===== src/sv/npz_pkg.sv =====
package npz_pkg;

   localparam int MOM_W       = 24;
   localparam int FRAC_BITS   = 8;
   localparam int E_W         = MOM_W - 1;
   localparam int DMAG_W      = 47;
   localparam int NUM_W       = 74;
   localparam int RAD_W       = 100;
   localparam int ROOT_W      = RAD_W / 2;
   localparam int SQ_REM_W    = ROOT_W + 2;
   localparam int SQRT_STEPS  = RAD_W / 2;
   localparam int DIV_STEPS   = MOM_W;
   localparam int DIV_W       = 76;
   localparam int BACK_STAGES = SQRT_STEPS + DIV_STEPS + 8;
   localparam int QUEUE_DEPTH = 4;
   localparam int QPTR_W      = $clog2(QUEUE_DEPTH);
   localparam int QCNT_W      = $clog2(QUEUE_DEPTH + 1);

   localparam logic [15:0] W_MASS_RESET = 16'(((8038 << FRAC_BITS) + 50) / 100);

   localparam logic [0:0] REG_W_MASS = 1'd0;
   localparam logic [0:0] REG_MODE   = 1'd1;

   localparam logic [1:0] MODE_SMALLER = 2'd0;
   localparam logic [1:0] MODE_PLUS    = 2'd1;
   localparam logic [1:0] MODE_MINUS   = 2'd2;
   localparam logic [1:0] MODE_ZERO    = 2'd3;

   localparam logic [1:0] STATUS_REAL    = 2'd0;
   localparam logic [1:0] STATUS_COMPLEX = 2'd1;
   localparam logic [1:0] STATUS_DEGEN   = 2'd2;

   localparam logic [MOM_W-1:0] PZ_MAX = {1'b0, {(MOM_W - 1){1'b1}}};
   localparam logic [MOM_W-1:0] PZ_MIN = {1'b1, {(MOM_W - 1){1'b0}}};

   typedef enum logic [1:0] {
      KIND_REAL,
      KIND_COMPLEX,
      KIND_ZERO,
      KIND_DEGEN
   } kind_type;

   typedef struct packed {
      logic signed [MOM_W-1:0] lepton_px;
      logic signed [MOM_W-1:0] lepton_py;
      logic signed [MOM_W-1:0] lepton_pz;
      logic [E_W-1:0]          lepton_energy;
      logic signed [MOM_W-1:0] met_px;
      logic signed [MOM_W-1:0] met_py;
   } req_type;

   typedef struct packed {
      logic signed [MOM_W-1:0] neutrino_pz;
      logic [1:0]              root_status;
      logic                    saturated;
   } rsp_type;

   typedef struct packed {
      logic [15:0] w_mass;
      logic [1:0]  mode;
   } cfg_type;

   typedef struct packed {
      kind_type          kind;
      logic              minus;
      logic              dsgn;
      logic [DMAG_W-1:0] dmag;
      logic [E_W-1:0]    e;
      logic [NUM_W-1:0]  num;
   } item_type;

   typedef struct packed {
      item_type         item;
      logic [RAD_W-1:0] rad;
   } mid_type;

endpackage


===== src/sv/npz_queue.sv =====
module npz_queue import npz_pkg::*; (
   input  logic    clock,
   input  logic    reset,
   input  logic    push,
   input  mid_type push_data,
   input  logic    pop,
   output mid_type pop_data,
   output logic    full,
   output logic    empty
);

   mid_type             mem_ff [QUEUE_DEPTH];
   logic [QPTR_W-1:0]   wr_ptr_ff;
   logic [QPTR_W-1:0]   rd_ptr_ff;
   logic [QCNT_W-1:0]   count_ff;

   assign full     = (count_ff == QCNT_W'(QUEUE_DEPTH));
   assign empty    = (count_ff == '0);
   assign pop_data = mem_ff[rd_ptr_ff];

   always_ff @(posedge clock) begin
      if (push) begin
         mem_ff[wr_ptr_ff] <= push_data;
      end
   end

   always_ff @(posedge clock) begin
      if (reset) begin
         wr_ptr_ff <= '0;
         rd_ptr_ff <= '0;
         count_ff  <= '0;
      end else begin
         if (push) begin
            wr_ptr_ff <= wr_ptr_ff + QPTR_W'(1);
         end
         if (pop) begin
            rd_ptr_ff <= rd_ptr_ff + QPTR_W'(1);
         end
         if (push && !pop) begin
            count_ff <= count_ff + QCNT_W'(1);
         end else if (pop && !push) begin
            count_ff <= count_ff - QCNT_W'(1);
         end
      end
   end

endmodule


===== config.mk =====
export PLATFORM = sky130hd
export DESIGN_NAME = npz_queue
export DESIGN_NICKNAME = d
export VERILOG_FILES = /design/src/sv/npz_pkg.sv /design/src/sv/npz_queue.sv
export SDC_FILE = /design/constraint.sdc
export NUM_CORES = 1
export LEC_CHECK = 0
export BUFFER_PORTS_ARGS = -buffer_cell sky130_fd_sc_hd__buf_2
export CAP_MARGIN = 20
export CORE_ASPECT_RATIO = 0.7
export CORE_UTILIZATION = 51
export DETAILED_ROUTE_END_ITERATION = 8
export GPL_TIMING_DRIVEN = 0
export PLACE_DENSITY_LB_ADDON = 0.2
export SLEW_MARGIN = 20
export SYNTH_ARGS = -nofsm -noshare
export SYNTH_HDL_FRONTEND = slang
export SYNTH_SLANG_ARGS = --single-unit

===== constraint.sdc =====
create_clock -name clock -period 8.81 [get_ports clock]
set_clock_uncertainty 0.15 [all_clocks]
set_input_delay 2.643 -clock clock [delete_from_list [all_inputs] [get_ports clock]]
set_output_delay 2.643 -clock clock [all_outputs]
set_load 0.05 [all_outputs]

==> run summary, run 1 <==
outcome: finished, final reports clean
Post-synth EDFFs: 992
number of buffer cells added on primary ports: 500
Reg2Reg Launch Point: wr_ptr_ff[0]
share of layout cells above drive strength 1: 47.3%
Detail Placement HPWL: 45900 um
hold buffers post-CTS: 0
CTS tree: yes
core box area: 70200 um2
relative slew slack: 34.0%
Non-Filler Cell Area, Final: 43900 um2
async set-or-reset flop fraction in the synthesized netlist: 0%
Crit Reg-Reg Endpoint: mem_ff[2][38]
final count of pins violating max slew: 0
DRC violations left: 0
arrival time of data at the critical path endpoint: 2.92 ns
largest net degree at the start of global routing: 47
Syn Area/Cell: 27.2 um2
drt first pass iters: 4
initial core utilization: 51.9%
GRT Residual Overflow: 0
peak fanout along the critical path: 10
type of the worst min-delay path: flop to flop
H-tree lvl count: 3
setup slack after placement: 3.72 ns
boundary pin count: 502
total number of vias: 16200
Int Pwr: 0.00833 W
CP required: 6.02 ns
CTS max path bufs: 3
proportion of total power due to net switching: 25.3%
peak supply drop: 0.152 mV
sequential-to-total area share from yosys stat: 82.2%
sequential cell area: 30000 um2
transition time of the tightest slew-check pin: 0.989 ns
global-route wire length before repair: 104000 um
total routed wirelength: 70800 um
Placement Rows: 81
total count of hold-check failures in the final report: 0
multi-input logic area: 5830 um2
Net Count, Synth: 1598
final worst path period need: 5.71 ns
worst path setup slack after routing: 3.10 ns
internal reg-to-reg setup slack: 6.21 ns
clock tree root buffer cell: sky130_fd_sc_hd__clkbuf_16
number of setup violations in the final report: 0
Pwr Density: 254 nW/um2
net count reported at finish: 2219
max-capacitance violation count: 0
DIE HEIGHT: 226 um
die span in x: 321 um
kind of critical path: flop to output pin
Cell Area, Synth: 36400 um2
sequential fraction of design power: 49.5%
setup repair after global routing missed its margin: false
post-cts gate resize count: 0
Primary FF master, synth: sky130_fd_sc_hd__edfxtp_1
clock transition at the registers of the reported paths: 0.06 ns
flip-flop and latch count after synthesis: 1001
utilization of the core after routing: 62.4%
static leakage power: 14.7 nW
clock latency on the worst-skew pair: 0.64 ns
sw power: 0.00282 W
Max Fclk: 175 MHz
clock sink total: 1001
post-CTS repair timing setup buffer count: 0
Mapped Cells: 1340
# fillers: 4792
number of antenna violations at the first check in global routing: 22
CP endpoint kind: output pin
launch instance of the worst min-delay path: rd_ptr_ff[0]
Final ANT Viol Nets: 0
length in cells of the worst reg-to-reg path: 6
Period Utilization, post-route: 64.8%
number of violations reported at the end of detailed-routing iteration 0: 1064
Area after DPL: 40700 um2
combinational share of power: 14.5%
final weighted congestion in routability-driven placement: 0.733
via count of the first global-routing pass: 16500
CP startpoint kind: flop
Synth cell types: 22
per-cell routed wire length: 23.6 um
synth-to-layout area growth: 20.3%
vias per inst: 5.40
area enclosed by the die boundary: 72500 um2
Num CTS Buffers: 93
total of warnings raised by yosys: 0
number of cells traversed by the worst hold path: 2
relative contribution of the clock network to total power: 36.0%
gr usage total: 19.7%
power by group through the flow:
stage               registers, W  clock network [W]  logic [W]
finish                   0.00552            0.00401    0.00162
global route             0.00553            0.00428    0.00170
CTS                      0.00552            0.00410    0.00165
detailed placement       0.00562                  0    0.00164
global placement         0.00566                  0    0.00159
floorplan                0.00563                  0    0.00118
cell usage after synthesis, types with 3 or more instances:
cell | instances | area share (%)
sky130_fd_sc_hd__mux4_2 | 248 | 15
sky130_fd_sc_hd__dfxtp_1 | 9 | 0.49
sky130_fd_sc_hd__buf_12 | 22 | 1.2
sky130_fd_sc_hd__and2_1 | 4 | 0.069
sky130_fd_sc_hd__clkbuf_1 | 5 | 0.052
sky130_fd_sc_hd__xor2_1 | 3 | 0.072
sky130_fd_sc_hd__edfxtp_1 | 992 | 82
sky130_fd_sc_hd__buf_6 | 4 | 0.12
sky130_fd_sc_hd__ha_1 | 5 | 0.17
sky130_fd_sc_hd__buf_2 | 24 | 0.33
sky130_fd_sc_hd__nor2_1 | 7 | 0.072
sky130_fd_sc_hd__inv_1 | 4 | 0.041
worst max-delay path: stages (launching register included):
cell                       delay, ns
sky130_fd_sc_hd__dfxtp_1        0.30
sky130_fd_sc_hd__buf_2          0.15
sky130_fd_sc_hd__clkbuf_1       0.75
sky130_fd_sc_hd__buf_2          0.43
sky130_fd_sc_hd__mux4_2         0.37
sky130_fd_sc_hd__buf_2          0.24
per-layer routing:
layer	share of wire [%]	global-route usage, %
met5	0.19	0
met4	1.8	5.42
met3	8.1	6.63
met2	50	31.8
met1	40	25.7
placed cells by master (no fill, tap or decap):
cell type                    count
sky130_fd_sc_hd__inv_6           1
sky130_fd_sc_hd__clkinv_1       18
sky130_fd_sc_hd__mux4_2        248
sky130_fd_sc_hd__nand2_1         1
sky130_fd_sc_hd__diode_2        12
sky130_fd_sc_hd__clkinvlp_4      5
sky130_fd_sc_hd__nor2_1          7
sky130_fd_sc_hd__bufinv_16      13
sky130_fd_sc_hd__clkbuf_16      94
sky130_fd_sc_hd__xor2_1          3
sky130_fd_sc_hd__edfxtp_1      992
sky130_fd_sc_hd__a21oi_1         1
sky130_fd_sc_hd__clkbuf_1       23
sky130_fd_sc_hd__buf_4           2
sky130_fd_sc_hd__buf_12         37
sky130_fd_sc_hd__mux2i_1         2
sky130_fd_sc_hd__clkbuf_8        2
sky130_fd_sc_hd__clkinv_2       13
sky130_fd_sc_hd__clkinv_4        1
sky130_fd_sc_hd__clkinv_8        3
sky130_fd_sc_hd__buf_6           4
sky130_fd_sc_hd__or3_1           1
sky130_fd_sc_hd__buf_2         524
sky130_fd_sc_hd__dfxtp_1         9
sky130_fd_sc_hd__and2_4          4
sky130_fd_sc_hd__inv_1           4
sky130_fd_sc_hd__xnor2_1         2
sky130_fd_sc_hd__nor3_1          1
sky130_fd_sc_hd__o21ai_0         1
sky130_fd_sc_hd__ha_1            5
sky130_fd_sc_hd__fa_1            1
sky130_fd_sc_hd__buf_16         11
sky130_fd_sc_hd__nor3b_1         1
sequential cells by signal, indices dropped and copies added (netlist names), named ones only:
register / cells
rd_ptr_ff: 2
wr_ptr_ff: 2
count_ff: 3
mem_ff: 992
per-stage QoR:
stage / TNS (ns) / total power [W] / hold WS [ns] / cells
finish: 0 / 0.0111 / 0.396 / 3000
global route: 0 / 0.0115 / 0.446 / 2993
CTS: 0 / 0.0113 / 0.397 / 2988
detailed placement: 0 / 0.00726 / 0.383 / 2820
global placement: -55.68 / 0.00725 / 0.348 / 2794
floorplan: 0 / 0.00681 / 0.316 / 1340
how the worst max path moves through the flow:
stage,slack [ns],endpoint,cells after the start,start
floorplan,2.55,mem_ff[1][0],1,push
global placement,-0.09,mem_ff[3][68],2,push
detailed placement,3.72,pop_data[133],5,flop
CTS,3.00,pop_data[82],5,flop
global route,2.96,pop_data[103],5,flop
finish,3.10,pop_data[82],5,flop
layout make-up:
type | count | share of cell area [%]
inverters | 4 | 0.0342
clock inverters | 54 | 1.43
flip-flops and latches | 1001 | 68.3
diodes | 12 | 0.0685
multi-input cells | 278 | 13.3
well taps | 954 | 2.72
clock buffers | 114 | 5.58
repair buffers | 526 | 7.08
plain buffers | 57 | 1.46
kinds of logic after synthesis:
logic type | after synthesis | share of synthesized area [%]
AND/OR/NAND/NOR | 15 | 0.203
flip-flops | 1001 | 82.2
AO/OA/AOI/OAI | 2 | 0.0274
XOR/XNOR | 5 | 0.120
adder cells (fa/ha/maj) | 6 | 0.227
multiplexers | 250 | 15.4
buffers and inverters | 61 | 1.80
Note: power is estimated with default switching activity, not from simulation.
==> run 2, diff against run 1 <==
Clock period 8.81 ns to 5.05 ns, I/O delays scaled along.
==> run 2 against run 1 <==
Highest routed layer unchanged. Count of clock-buffer cells in the layout is 7 higher. Non-clock buffer count rose by 1. Global-route usage up 0.25 points. Via count about the same. Routed wire length rose by 1.8%. Sequential share of layout area is 0.43 points higher. Clock power grew 60%. Sequential cell count stayed put. Cell count barely moved. Hold slack worse by 0.013 ns. Critical path depth stayed put. First-iteration DRC count grew 2.6%. Critical endpoint is now pop_data[149].
==> run summary, run 2 (same netlist as run 1, synthesis figures left out) <==
clock sink total: 1001 (unchanged)
GRT Residual Overflow: 0 (unchanged)
CP startpoint kind: flop
clock tree root buffer cell: sky130_fd_sc_hd__clkbuf_16
via count of the first global-routing pass: 16700 (+1.2%)
total power draw: 0.0189 W (+69%)
drt first pass iters: 4 (unchanged)
internal reg-to-reg setup slack: 2.72 ns (-3.49 ns)
CP endpoint kind: output pin
commonest non-fill, non-tap cell in the layout: sky130_fd_sc_hd__edfxtp_1
clock latency on the worst-skew pair: 0.63 ns (about the same)
outcome: finished, final reports clean
initial core utilization: 51.9% (unchanged)
Period Utilization, post-route: 89.0%
share of layout cells above drive strength 1: 46.8% (-0.50 points)
vias per inst: 5.40 (about the same)
post-CTS repair timing setup buffer count: 0 (unchanged)
kind of critical path: flop to output pin
clock transition at the registers of the reported paths: 0.06 ns (about the same)
per-cell routed wire length: 24.0 um (+1.7%)
largest net degree at the start of global routing: 46 (-2.1%)
Max Fclk: 222 MHz
peak supply drop: 0.339 mV (+120%)
CTS max path bufs: 3 (unchanged)
commonest cells after routing, fill and taps aside: sky130_fd_sc_hd__edfxtp_1, sky130_fd_sc_hd__buf_2, sky130_fd_sc_hd__mux4_2, sky130_fd_sc_hd__clkbuf_16, sky130_fd_sc_hd__buf_12
arrival time of data at the critical path endpoint: 2.83 ns (-0.09 ns)
number of antenna violations at the first check in global routing: 28 (+27%)
largest registers: mem_ff (992), count_ff (3)
net count reported at finish: 2219 (unchanged)
total routed wirelength: 72100 um (+1.8%)
post-cts gate resize count: 0 (unchanged)
setup slack after placement: 1.08 ns (-2.64 ns)
Detail Placement HPWL: 46700 um (+1.9%)
static leakage power: 14.6 nW (-0.80%)
number of setup violations in the final report: 0 (unchanged)
peak fanout along the critical path: 10 (unchanged)
Final TNS setup: 0 ns (unchanged)
number of violations reported at the end of detailed-routing iteration 0: 1092 (+2.6%)
transition time of the tightest slew-check pin: 0.819 ns (-0.170 ns)
area enclosed by the die boundary: 72500 um2 (unchanged)
gr usage total: 19.9% (+0.25 points)
CTS tree: yes
relative slew slack: 45.4% (+11 points)
hold buffers post-CTS: 0 (unchanged)
max-capacitance violation count: 0 (unchanged)
final worst path period need: 4.49 ns
DIE HEIGHT: 226 um (unchanged)
boundary pin count: 502 (unchanged)
DRC violations left: 0 (unchanged)
H-tree lvl count: 3 (unchanged)
Reg with most FFs: mem_ff
Num CTS Buffers: 92 (-1.1%)
number of buffer cells added on primary ports: 500 (unchanged)
Placement Rows: 81 (unchanged)
final weighted congestion in routability-driven placement: 0.721 (-1.6%)
total count of hold-check failures in the final report: 0 (unchanged)
number of flip-flops under the largest register name: 992 (unchanged)
final count of pins violating max slew: 0 (unchanged)
global-route wire length before repair: 105000 um (+1.1%)
type of the worst min-delay path: flop to flop
die span in x: 321 um (unchanged)
Final ANT Viol Nets: 0 (unchanged)
worst path setup slack after routing: 0.555 ns (-2.54 ns)
Pwr Density: 433 nW/um2 (+70%)
core box area: 70200 um2 (unchanged)
synth-to-layout area growth: 19.6%
total number of vias: 16200 (+0.099%)
setup repair after global routing missed its margin: false
CP required: 3.39 ns (-2.63 ns)
-- run 2: critical path, cell delays in order, from the launching register on --
cell,delay [ns]
sky130_fd_sc_hd__dfxtp_1,0.30
sky130_fd_sc_hd__buf_2,0.14
sky130_fd_sc_hd__clkbuf_1,0.63
sky130_fd_sc_hd__buf_2,0.49
sky130_fd_sc_hd__mux4_2,0.36
sky130_fd_sc_hd__buf_2,0.26
-- run 2: cell type report --
class	count	area [um2]
clock buffer	121	2470
inverter	4	15.0
tap	954	1190
sequential	1001	30000
antenna	17	42.5
multi-input combinational	278	5830
clock inverter	42	287
buffer	57	641
timing repair buffer	527	3130
fill	4823	26700
-- run 2: per-stage QoR --
step                cells  util (%)  cell area (um2)  hold slack, ns
global placement     2794      57.2            40100           0.345
CTS                  2984      62.0            43500           0.380
finish               3001      62.1            43600           0.384
floorplan            1340         -            36400           0.316
detailed placement   2821      58.1            40800           0.371
global route         2991      62.0            43600           0.398
-- run 2: report_power, final --
group	switching, W	leakage [nW]	internal, W
Combinational	0.00196	4.08	0.000876
Sequential	0.0000782	9.19	0.00955
Clock	0.00285	1.35	0.00356
-- run 2: final timing paths --
check / startpoint / endpoint / depth (start not counted)
hold reg to reg: count_ff[2] / count_ff[2] / 2
hold / removal: count_ff[2] / count_ff[2] / 2
setup reg to reg: wr_ptr_ff[0] / mem_ff[0][91] / 5
setup / recovery: flop / pop_data[149] / 5
-- run 2: per-layer routing --
metal | wire, um | share of wire (%) | global-route usage [%]
met1 | 28400 | 39 | 25.9
met3 | 6200 | 8.6 | 7.29
met4 | 1700 | 2.4 | 6.07
met2 | 35600 | 49 | 31.7
met5 | 164 | 0.23 | 0
==> run 3, diff against run 2 <==
Settings changed: PLACE_DENSITY from default to 0.71, PLACE_DENSITY_LB_ADDON 0.2 to default, RECOVER_POWER from default to 50.
==> run 3 against run 2 <==
The flow now finishes with violations (max-capacitance violations, max-slew violations). Global-route usage down 0.069 points. Fmax down 1.7%. Non-clock buffer count down 2. Final area down 0.66%. Clock power up 3.4%. Sequential power about the same. Power up 1.0%. Routed wire length down 0.17%. Sequential share of layout area up 0.46 points. Sequential cell count unchanged. Largest power group unchanged.
==> run summary, run 3 (same netlist as run 1, synthesis figures left out) <==
gr usage total: 19.9% (-0.069 points)
DRC violations left: 0 (unchanged)
largest registers: mem_ff (992), count_ff (3)
number of flip-flops under the largest register name: 992 (unchanged)
clock latency on the worst-skew pair: 0.63 ns (about the same)
die span in x: 321 um (unchanged)
max-capacitance violation count: 4 (+4)
Placement Rows: 81 (unchanged)
drt first pass iters: 5 (+1)
boundary pin count: 502 (unchanged)
number of buffer cells added on primary ports: 500 (unchanged)
static leakage power: 14.0 nW (-4.5%)
share of layout cells above drive strength 1: 34.7% (-12 points)
worst path setup slack after routing: 0.477 ns (-0.0782 ns)
setup slack after placement: 1.21 ns (+0.134 ns)
failing checks: max-capacitance violations, max-slew violations
initial core utilization: 51.9% (unchanged)
kind of critical path: input pin to flop
post-CTS repair timing setup buffer count: 0 (unchanged)
final count of pins violating max slew: 94 (+94)
CP startpoint kind: input pin
number of violations reported at the end of detailed-routing iteration 0: 1218 (+12%)
CTS max path bufs: 3 (unchanged)
hold buffers post-CTS: 0 (unchanged)
relative slew slack: -43.8% (-89 points)
type of the worst min-delay path: flop to flop
H-tree lvl count: 3 (unchanged)
clock sink total: 1001 (unchanged)
internal reg-to-reg setup slack: 1.16 ns (-1.56 ns)
per-cell routed wire length: 24.0 um (about the same)
core box area: 70200 um2 (unchanged)
Final TNS setup: 0 ns (unchanged)
vias per inst: 5.50 (+1.9%)
total power draw: 0.0191 W (+1.0%)
# fillers: 4830 (+0.15%)
number of setup violations in the final report: 0 (unchanged)
largest net degree at the start of global routing: 48 (+4.3%)
synth-to-layout area growth: 18.8%
global-route track usage on met2: 31.8% (about the same)
Area after DPL: 40700 um2 (about the same)
CTS tree: yes
global routing's busiest layer: met2
Placed Cells: 2819 (-0.071%)
Period Utilization, post-route: 90.6% (+1.5 points)
Final ANT Viol Nets: 0 (unchanged)
arrival time of data at the critical path endpoint: 4.72 ns (+1.89 ns)
Cell Count, Final, Fillers Out: 2994 (-0.23%)
Num CTS Buffers: 90 (-2.2%)
global-route wire length before repair: 106000 um (+0.84%)
final weighted congestion in routability-driven placement: 0.734 (+1.7%)
number of antenna violations at the first check in global routing: 17 (-39%)
total count of hold-check failures in the final report: 0 (unchanged)
CP required: 5.20 ns (+1.81 ns)
GR Layer Usage met3: 5.90% (-1.4 points)
post-cts gate resize count: 0 (unchanged)
outcome: complete, but fails checks
net count reported at finish: 2215 (-0.18%)
via count of the first global-routing pass: 17100 (+2.0%)
GRT Residual Overflow: 0 (unchanged)
Pwr Density: 440 nW/um2 (+1.7%)
total number of vias: 16500 (+1.6%)
clock transition at the registers of the reported paths: 0.07 ns (about the same)
Reg with most FFs: mem_ff
DIE HEIGHT: 226 um (unchanged)
clock tree root buffer cell: sky130_fd_sc_hd__clkbuf_16
total routed wirelength: 72000 um (-0.17%)
final worst path period need: 4.57 ns (+0.0782 ns)
commonest cells after routing, fill and taps aside: sky130_fd_sc_hd__edfxtp_1, sky130_fd_sc_hd__buf_2, sky130_fd_sc_hd__clkbuf_1, sky130_fd_sc_hd__mux4_2, sky130_fd_sc_hd__clkbuf_16
Non-Filler Cell Area, Final: 43300 um2 (-0.66%)
Detail Placement HPWL: 46600 um (-0.23%)
transition time of the tightest slew-check pin: 2.16 ns (+1.34 ns)
commonest non-fill, non-tap cell in the layout: sky130_fd_sc_hd__edfxtp_1
Max Fclk: 219 MHz (-1.7%)
peak supply drop: 0.361 mV (+6.5%)
area enclosed by the die boundary: 72500 um2 (unchanged)
CP endpoint kind: flop
global-route met1 utilization: 26.6% (+0.77 points)
setup repair after global routing missed its margin: false
peak fanout along the critical path: 42 (+32)
[run 3: cell count changes in the layout (fill, tap and decap cells not counted), sizes merged]
cell,before,now
clkbuf,126,370
bufinv,2,7
clkinv,33,40
inv,10,8
clkinvlp,1,0
buf,579,326
diode,17,10
[run 3: worst max-delay path: stages]
cell and delay (ns):
sky130_fd_sc_hd__clkbuf_1 0.33, sky130_fd_sc_hd__and2_0 1.37, sky130_fd_sc_hd__clkbuf_2 1.09, sky130_fd_sc_hd__buf_16 0.31
[run 3: worst paths after layout]
path,to,depth (start not counted),from
max reg2reg,mem_ff[3][15],4,wr_ptr_ff[0]
min reg2reg,count_ff[2],2,count_ff[2]
min,count_ff[2],2,count_ff[2]
max,mem_ff[3][15],4,push
[run 3: layout make-up]
| class | count | area (um2) | area share, % |
|---|---|---|---|
| Sequential cell | 1001 | 30000 | 69.2 |
| Multi-Input combinational cell | 278 | 5820 | 13.4 |
| Timing Repair Buffer | 525 | 2750 | 6.35 |
| Clock buffer | 114 | 2410 | 5.58 |
| Tap cell | 954 | 1190 | 2.76 |
| Buffer | 57 | 639 | 1.48 |
| Clock inverter | 51 | 469 | 1.08 |
| Antenna cell | 10 | 25.0 | 0.0578 |
| Inverter | 4 | 15.0 | 0.0347 |
[run 3: power breakdown]
part / internal (W) / total (W) / switching (W) / leakage (nW)
logic: 0.000845 / 0.00280 / 0.00196 / 3.36
registers: 0.00955 / 0.00963 / 0.0000823 / 9.19
clock network: 0.00376 / 0.00663 / 0.00287 / 1.42
total: 0.0142 / 0.0191 / 0.00491 / 14.0
[run 3: per-stage QoR]
| step | utilization [%] | hold slack, ns |
|---|---|---|
| final | 61.6 | 0.362 |
| after global routing | 61.6 | 0.406 |
| after CTS | 62.1 | 0.360 |
| after detailed placement | 58.0 | 0.350 |
| after global placement | 57.2 | 0.344 |
| after floorplan | - | 0.316 |
[run 3: per-layer routing]
| metal | vias up | part of all wire, % | wire length [um] |
|---|---|---|---|
| met1 | 8676 | 40 | 28800 |
| met4 | 18 | 2.2 | 1620 |
| met3 | 135 | 7.5 | 5410 |
| met2 | 544 | 50 | 36000 |
| met5 | - | 0.17 | 123 |
| li1 | 7104 | - | - |
